**src/hw/rtl/dq_pkg.sv**
```systemverilog
// Shared types and constants for the double-ended queue.
// No dependencies; compile this file first.
package dq_pkg;

  localparam int DATA_W  = 32;
  localparam int CMD_W   = 2;
  localparam int STAT_W  = 2;
  localparam int COUNT_W = 5;

  typedef enum logic [CMD_W-1:0] {
    CMD_PUSH_FRONT = 2'd0,
    CMD_PUSH_BACK  = 2'd1,
    CMD_POP_FRONT  = 2'd2,
    CMD_POP_BACK   = 2'd3
  } cmd_t;

  typedef enum logic [STAT_W-1:0] {
    ST_OK    = 2'd0,
    ST_EMPTY = 2'd1,
    ST_FULL  = 2'd2
  } status_t;

  // Per-cycle control broadcast to every cell of the chain
  typedef struct packed {
    logic shift_right;  // push at front: every cell takes its left neighbor
    logic shift_left;   // pop at front: every cell takes its right neighbor
    logic push_back;    // first free cell captures the value
    logic pop_back;     // last occupied cell drops its entry
  } cell_ctrl_t;

endpackage

```
**src/hw/rtl/dq_cmd_if.sv**
```systemverilog
// Command channel of the double-ended queue: valid/ready plus command and value.
// Depends on dq_pkg.
interface dq_cmd_if;
  logic                      valid;
  logic                      ready;
  dq_pkg::cmd_t              command;
  logic signed [dq_pkg::DATA_W-1:0] value;

  modport source (output valid, output command, output value, input ready);
  modport sink   (input valid, input command, input value, output ready);
endinterface

```
**src/hw/rtl/dq_res_if.sv**
```systemverilog
// Result channel of the double-ended queue: valid/ready plus popped value,
// status and entry count. Depends on dq_pkg.
interface dq_res_if;
  logic                              valid;
  logic                              ready;
  logic signed [dq_pkg::DATA_W-1:0]  popped_value;
  dq_pkg::status_t                   status;
  logic [dq_pkg::COUNT_W-1:0]        entry_count;

  modport source (output valid, output popped_value, output status,
                  output entry_count, input ready);
  modport sink   (input valid, input popped_value, input status,
                  input entry_count, output ready);
endinterface

```
**src/hw/rtl/double_ended_queue_top.sv**
```systemverilog
// Top level of the double-ended queue: command decode, cell chain and result
// register. Depends on dq_pkg, dq_cmd_if, dq_res_if and dq_cell.
//
// The queue holds up to DEPTH signed 32-bit entries in a chain of cells, the
// front entry always in the first cell. Each command transaction yields one
// result transaction in the cycle after acceptance, and a new command is taken
// every cycle while the result register is empty or being drained, so the
// sustained rate is one command per cycle. Push at front shifts the whole
// chain one cell back and pop at front shifts it one cell forward; push and
// pop at back touch only the cell at the boundary of the occupied flags. The
// popped back entry is picked by an AND-OR select over all cells, which is the
// longest path and grows with DEPTH. Pushes on a full queue report ST_FULL and
// pops on an empty queue report ST_EMPTY, both leaving the queue unchanged.
// Entries need no clearing after reset; only the occupied flags are reset.
module double_ended_queue_top #(
  parameter int DEPTH = 16
) (
  input  logic clk,
  input  logic rst,
  dq_cmd_if.sink   cmd_in,
  dq_res_if.source res_out
);
  import dq_pkg::*;

  localparam int CW = $clog2(DEPTH + 1);

  logic [CW-1:0]     count;
  logic [CW-1:0]     count_next;
  logic              accept;
  logic              full;
  logic              empty;
  cell_ctrl_t        ctrl;
  status_t           status_next;
  logic [DATA_W-1:0] popped_next;
  logic [DATA_W-1:0] tail_value;
  logic [DATA_W-1:0] cell_data [DEPTH];
  logic [DEPTH-1:0]  cell_valid;
  logic [DEPTH-1:0]  cell_tail;

  logic              res_valid;
  logic [DATA_W-1:0] res_popped;
  status_t           res_status;
  logic [CW-1:0]     res_count;

  // Take a command whenever the result register is free or draining
  assign cmd_in.ready = ~res_valid | res_out.ready;
  assign accept       = cmd_in.valid & cmd_in.ready;
  assign full         = (count == CW'(DEPTH));
  assign empty        = (count == '0);

  // Gather the back entry from the cell that marks the tail
  always_comb begin
    tail_value = '0;
    for (int i = 0; i < DEPTH; i++) begin
      tail_value = tail_value | (cell_data[i] & {DATA_W{cell_tail[i]}});
    end
  end

  // Decode the command into chain control, status and new count
  always_comb begin
    ctrl        = '0;
    status_next = ST_OK;
    popped_next = '0;
    count_next  = count;
    if (accept) begin
      unique case (cmd_in.command)
        CMD_PUSH_FRONT: begin
          if (full) begin
            status_next = ST_FULL;
          end else begin
            ctrl.shift_right = 1'b1;
            count_next       = count + 1'b1;
          end
        end
        CMD_PUSH_BACK: begin
          if (full) begin
            status_next = ST_FULL;
          end else begin
            ctrl.push_back = 1'b1;
            count_next     = count + 1'b1;
          end
        end
        CMD_POP_FRONT: begin
          if (empty) begin
            status_next = ST_EMPTY;
          end else begin
            ctrl.shift_left = 1'b1;
            popped_next     = cell_data[0];
            count_next      = count - 1'b1;
          end
        end
        CMD_POP_BACK: begin
          if (empty) begin
            status_next = ST_EMPTY;
          end else begin
            ctrl.pop_back = 1'b1;
            popped_next   = tail_value;
            count_next    = count - 1'b1;
          end
        end
        default: begin
          status_next = ST_OK;
        end
      endcase
    end
  end

  // Build the chain; the ends see the pushed value and an empty neighbor
  for (genvar i = 0; i < DEPTH; i++) begin : g_cell
    logic [DATA_W-1:0] left_data;
    logic              left_valid;
    logic [DATA_W-1:0] right_data;
    logic              right_valid;

    if (i == 0) begin : g_first
      assign left_data  = cmd_in.value;
      assign left_valid = 1'b1;
    end else begin : g_inner_left
      assign left_data  = cell_data[i-1];
      assign left_valid = cell_valid[i-1];
    end

    if (i == DEPTH - 1) begin : g_last
      assign right_data  = '0;
      assign right_valid = 1'b0;
    end else begin : g_inner_right
      assign right_data  = cell_data[i+1];
      assign right_valid = cell_valid[i+1];
    end

    dq_cell u_cell (
      .clk         (clk),
      .rst         (rst),
      .ctrl        (ctrl),
      .push_value  (cmd_in.value),
      .left_data   (left_data),
      .left_valid  (left_valid),
      .right_data  (right_data),
      .right_valid (right_valid),
      .data        (cell_data[i]),
      .valid       (cell_valid[i]),
      .tail        (cell_tail[i])
    );
  end

  // Hold the entry count
  always_ff @(posedge clk) begin
    if (rst) begin
      count <= '0;
    end else begin
      count <= count_next;
    end
  end

  // Result register: load on accept, drop once taken
  always_ff @(posedge clk) begin
    if (rst) begin
      res_valid <= 1'b0;
    end else if (accept) begin
      res_valid <= 1'b1;
    end else if (res_out.ready) begin
      res_valid <= 1'b0;
    end
  end

  always_ff @(posedge clk) begin
    if (accept) begin
      res_popped <= popped_next;
      res_status <= status_next;
      res_count  <= count_next;
    end
  end

  assign res_out.valid        = res_valid;
  assign res_out.popped_value = res_popped;
  assign res_out.status       = res_status;
  assign res_out.entry_count  = COUNT_W'(res_count);

  // Count never exceeds the capacity
  a_count_bound: assert property (@(posedge clk) disable iff (rst)
    count <= CW'(DEPTH))
    else $error("entry count above capacity");

  // Occupied flags agree with the count
  a_flags_match: assert property (@(posedge clk) disable iff (rst)
    $countones(cell_valid) == 32'(count))
    else $error("cell flags disagree with entry count");

  // A pop on an empty queue reports empty and leaves the count at zero
  a_pop_empty: assert property (@(posedge clk) disable iff (rst)
    accept && empty && (cmd_in.command == CMD_POP_FRONT ||
                        cmd_in.command == CMD_POP_BACK)
    |=> res_out.status == ST_EMPTY && count == '0 && res_out.popped_value == '0)
    else $error("pop on empty queue mishandled");

  // A push into a queue with room grows the count by one
  a_push_grow: assert property (@(posedge clk) disable iff (rst)
    accept && !full && (cmd_in.command == CMD_PUSH_FRONT ||
                        cmd_in.command == CMD_PUSH_BACK)
    |=> count == $past(count) + 1'b1 && res_out.status == ST_OK)
    else $error("push did not add an entry");

endmodule

```
**src/hw/rtl/dq_cell.sv**
```systemverilog
// One storage cell of the queue chain: an entry and its occupied flag.
// Trades data with its two neighbors; depends on dq_pkg.
module dq_cell (
  input  logic                      clk,
  input  logic                      rst,
  input  dq_pkg::cell_ctrl_t        ctrl,
  input  logic [dq_pkg::DATA_W-1:0] push_value,
  input  logic [dq_pkg::DATA_W-1:0] left_data,
  input  logic                      left_valid,
  input  logic [dq_pkg::DATA_W-1:0] right_data,
  input  logic                      right_valid,
  output logic [dq_pkg::DATA_W-1:0] data,
  output logic                      valid,
  output logic                      tail
);
  import dq_pkg::*;

  // This cell holds the back entry when its right neighbor is empty
  assign tail = valid & ~right_valid;

  // Occupied flag: shift with the chain, set on back push, clear on back pop
  always_ff @(posedge clk) begin
    if (rst) begin
      valid <= 1'b0;
    end else if (ctrl.shift_right) begin
      valid <= left_valid;
    end else if (ctrl.shift_left) begin
      valid <= right_valid;
    end else if (ctrl.push_back && !valid && left_valid) begin
      valid <= 1'b1;
    end else if (ctrl.pop_back && tail) begin
      valid <= 1'b0;
    end
  end

  // Entry: follows the flag, no reset needed
  always_ff @(posedge clk) begin
    if (ctrl.shift_right) begin
      data <= left_data;
    end else if (ctrl.shift_left) begin
      data <= right_data;
    end else if (ctrl.push_back && !valid && left_valid) begin
      data <= push_value;
    end
  end

endmodule
```
**src/flat_wrapper.sv**
```systemverilog
// flat-port wrapper written by rule: the top's interface ports become plain ports
module double_ended_queue_top_flat import dq_pkg::*;
#(
  parameter int DEPTH = 16
)
  (clk, rst, cmd_in_valid, cmd_in_command, cmd_in_value, cmd_in_ready, res_out_valid, res_out_popped_value, res_out_status, res_out_entry_count, res_out_ready);
  dq_cmd_if cmd_in_i ();
  dq_res_if res_out_i ();
  input  logic clk;
  input  logic rst;
  input wire logic [$bits(cmd_in_i.valid)-1:0] cmd_in_valid;
  input wire logic [$bits(cmd_in_i.command)-1:0] cmd_in_command;
  input wire logic [$bits(cmd_in_i.value)-1:0] cmd_in_value;
  output wire logic [$bits(cmd_in_i.ready)-1:0] cmd_in_ready;
  output wire logic [$bits(res_out_i.valid)-1:0] res_out_valid;
  output wire logic [$bits(res_out_i.popped_value)-1:0] res_out_popped_value;
  output wire logic [$bits(res_out_i.status)-1:0] res_out_status;
  output wire logic [$bits(res_out_i.entry_count)-1:0] res_out_entry_count;
  input wire logic [$bits(res_out_i.ready)-1:0] res_out_ready;
  assign cmd_in_i.valid = cmd_in_valid;
  assign cmd_in_i.command = cmd_in_command;
  assign cmd_in_i.value = cmd_in_value;
  assign cmd_in_ready = cmd_in_i.ready;
  assign res_out_valid = res_out_i.valid;
  assign res_out_popped_value = res_out_i.popped_value;
  assign res_out_status = res_out_i.status;
  assign res_out_entry_count = res_out_i.entry_count;
  assign res_out_i.ready = res_out_ready;
  double_ended_queue_top #(.DEPTH(DEPTH)) u_core (.clk(clk), .rst(rst), .cmd_in(cmd_in_i), .res_out(res_out_i));
endmodule
```
**config.mk**
```make
export PLATFORM = sky130hd
export DESIGN_NAME = double_ended_queue_top_flat
export DESIGN_NICKNAME = d
export VERILOG_FILES = /design/src/hw/rtl/dq_pkg.sv /design/src/hw/rtl/dq_cmd_if.sv /design/src/hw/rtl/dq_res_if.sv /design/src/hw/rtl/double_ended_queue_top.sv /design/src/hw/rtl/dq_cell.sv /design/src/flat_wrapper.sv
export SDC_FILE = /design/constraint.sdc
export NUM_CORES = 1
export LEC_CHECK = 0
export ABC_AREA = 1
export BUFFER_PORTS_ARGS = -buffer_cell sky130_fd_sc_hd__buf_4
export CORE_UTILIZATION = 41
export DETAILED_ROUTE_END_ITERATION = 7
export SLEW_MARGIN = 20
export SYNTH_ARGS = -nofsm -noshare
export SYNTH_HDL_FRONTEND = slang
export SYNTH_SLANG_ARGS = --single-unit
```
**constraint.sdc**
```tcl
create_clock -name clk -period 3.2 [get_ports clk]
set_clock_uncertainty 0.1 [all_clocks]
set_input_delay 0.16 -clock clk [delete_from_list [all_inputs] [get_ports clk]]
set_output_delay 0.16 -clock clk [all_outputs]
set_load 0.03 [all_outputs]
```
==> run metrics <==
Final Util 47.5%; Initial Util 41.4%; cell taking the most area after synthesis edfxtp_1; EDFF count, synth 551; setup TNS 0 ns; cts bufs inserted 66; total power 20.0 mW; crit path max fanout 28; Min-Delay Path Class in2reg; Routed Antenna Nets 0; RSZ-0062 raised after global routing no; global-route wire length before repair 150000 um; critical path required time 3.53 ns; final worst slack 0.397 ns; worst reg2reg setup slack 0.40 ns; max-cap violations 0; slew of the pin with the lowest slew margin 1.09 ns; vias in the first global route 23926; die width 270 um; largest cells by area after synthesis edfxtp_1 56%, nand2_1 19%, nand3_1 6.3%; Placement Cell Area 31500 um^2; pre-CTS WS 0.477 ns; GPL Wtd Cong 0.853; pin count of the biggest net entering global routing 143; Synth Warn # 0; H-tree levels 3; Final Hold Viols 0; Slew HR 27.1%; Startpoint Class register; clk root buf clkbuf_16; crit path capture type register; final max-slew violation count 0; FMAX 357 MHz; DRT iter0 DRCs 3552; Leakage Power 13.0 nW; distinct cell type count of the synthesized netlist 32; DR pass1 iterations 6; cell area after layout 33900 um^2; CTS sink cnt 573; Clk Latency, worst-skew pair 0.61 ns; Top Ports 79; grt ovf 0; synthesized area per cell 8.68 um^2; nets 3514; post-synthesis sequential area ratio 57.5%; All-Layer GR Usage 27.1%; Synth Register Bits 573; area grow syn2layout 14.7%; Worst Path Arrival 3.13 ns; ANT cells 0; Post-synth ARST share 0%; final hold slack 0.0339 ns; Port Buffers 78; final cell count without fillers 4469; clk slew on worst S/H paths 0.06 ns; Via density 5.73; maximum VDD drop 0.000328 V; DIE AREA 73200 um^2; initial antenna violation count 0; top-area cell type share of the netlist area 56.0%; Syn Nets 3444; CTS tree built; Die Y 270 um; Period Utilization, post-route 87.6%; post-DP HPWL 58600 um; fillcell total 6901; Top FF cell, synth edfxtp_1; pwr dens 590 nW/um^2; status finished, final reports clean; Total Wirelength 100000 um; Final min period 2.80 ns; synthesized instance count 3404; layout cells sized above 1 9.43%; Post-Syn Area 29600 um^2; maximum clock path buffer count 3; dpl cells 4320; site row count 98; total number of vias 25600; Final setup viols 0; kind of critical path reg2reg; Core Area 71400 um^2; DRC 0; WL/cell 22.5 um
==> repair_timing <==
action,in CTS,in global routing
gates resized for setup,0,0
hold buffers,36,0
setup buffers,0,0
hold endpoints to repair,342,0
==> where the power goes <==
group / switching, mW / leakage, nW / internal, mW
logic: 2.28 / 6.71 / 0.895
registers: 0.359 / 5.33 / 9.04
clock network: 3.15 / 1.00 / 4.26
==> placed cells by master (no fill, tap or decap), types with 3 or more instances in the layout <==
cell type	synthesis	final
o22ai_1	21	21
a21oi_1	7	7
nor2_4	2	14
bufinv_16	0	3
nand2_1	1471	1453
clkbuf_16	0	71
clkinv_2	0	11
o211ai_1	101	101
o21ai_0	159	159
dfxtp_1	22	21
nand2_4	20	20
nand3_4	0	4
o221ai_1	31	31
edfxtp_1	551	551
nor2_1	177	166
buf_12	2	24
o21ai_1	4	4
clkbuf_1	106	16
clkinv_1	1	11
nand2_2	1	19
inv_1	175	173
nand4_1	61	61
dlygate4sd3_1	0	36
nand3_1	371	369
buf_4	7	158
==> flip-flops by register name (all words and copies together) (netlist names) <==
register / count
u_core.res_out.entry_count: 5
u_core.g_cell.u_cell.valid: 16
u_core.res_out.valid: 1
u_core.res_out.popped_value: 32
u_core.g_cell.u_cell.data: 512
u_core.res_out.status: 2
u_core.count: 5
==> kinds of logic (layout without fill, tap and decap cells) <==
| group | Yosys count | after routing | synth area share, % |
|---|---|---|---|
| AND/OR/NAND/NOR | 2109 | 2109 | 29.5 |
| flip-flops | 573 | 573 | 57.5 |
| buffers and inverters | 393 | 508 | 5.99 |
| AO/OA/AOI/OAI | 324 | 324 | 6.84 |
| XOR/XNOR | 3 | 3 | 0.0889 |
| adder cells (fa/ha/maj) | 2 | 2 | 0.0847 |
==> critical path, cell delays in order, from the launching register on <==
cell and delay [ns]:
dfxtp_1 0.33, inv_1 0.12, ha_1 0.29, nand3_1 0.21
nand3_4 0.13, nand2_2 0.08, inv_4 0.33, buf_4 0.38
nand2_1 0.41, o211ai_1 0.21
==> synthesized netlist by cell type, drive strengths merged (2+ instances only) <==
cell type and n:
clkbuf 106, nor2 180, nand4 61, nand2 1492, nand3 374, edfxtp 551, o22ai 21, dfxtp 22
inv 176, xor2 2, buf 110, a21oi 8, o211ai 101, o21ai 163, o221ai 31, ha 2
==> metal layers <==
metal	wire length (um)	track usage [%]	vias up
li1	-	-	11622
met1	42000	38.6	12431
met2	45100	41.3	1333
met3	10200	4.87	214
met4	3180	9.53	0
met5	0	0	-
==> worst paths after layout <==
path / from / to / depth (start not counted)
min: cmd_in_command[0] / u_core.g_cell[2].u_cell.valid / 6
max reg2reg: u_core.count[0] / u_core.g_cell[2].u_cell.data[29] / 9
max: u_core.count[0] / u_core.g_cell[2].u_cell.data[29] / 9
min reg2reg: u_core.g_cell[0].u_cell.data[1] / u_core.res_out.popped_value[1] / 2
==> area by class of cell <==
| type | count | area (um^2) | area share (%) |
|---|---|---|---|
| flip-flops and latches | 573 | 17000 | 50.1 |
| multi-input cells | 2438 | 11000 | 32.4 |
| repair buffers | 218 | 2030 | 5.98 |
| clock buffers | 87 | 1840 | 5.42 |
| well taps | 950 | 1190 | 3.51 |
| inverters | 177 | 674 | 1.99 |
| clock inverters | 26 | 195 | 0.576 |
No activity file was read; power rests on OpenSTA's default activity.
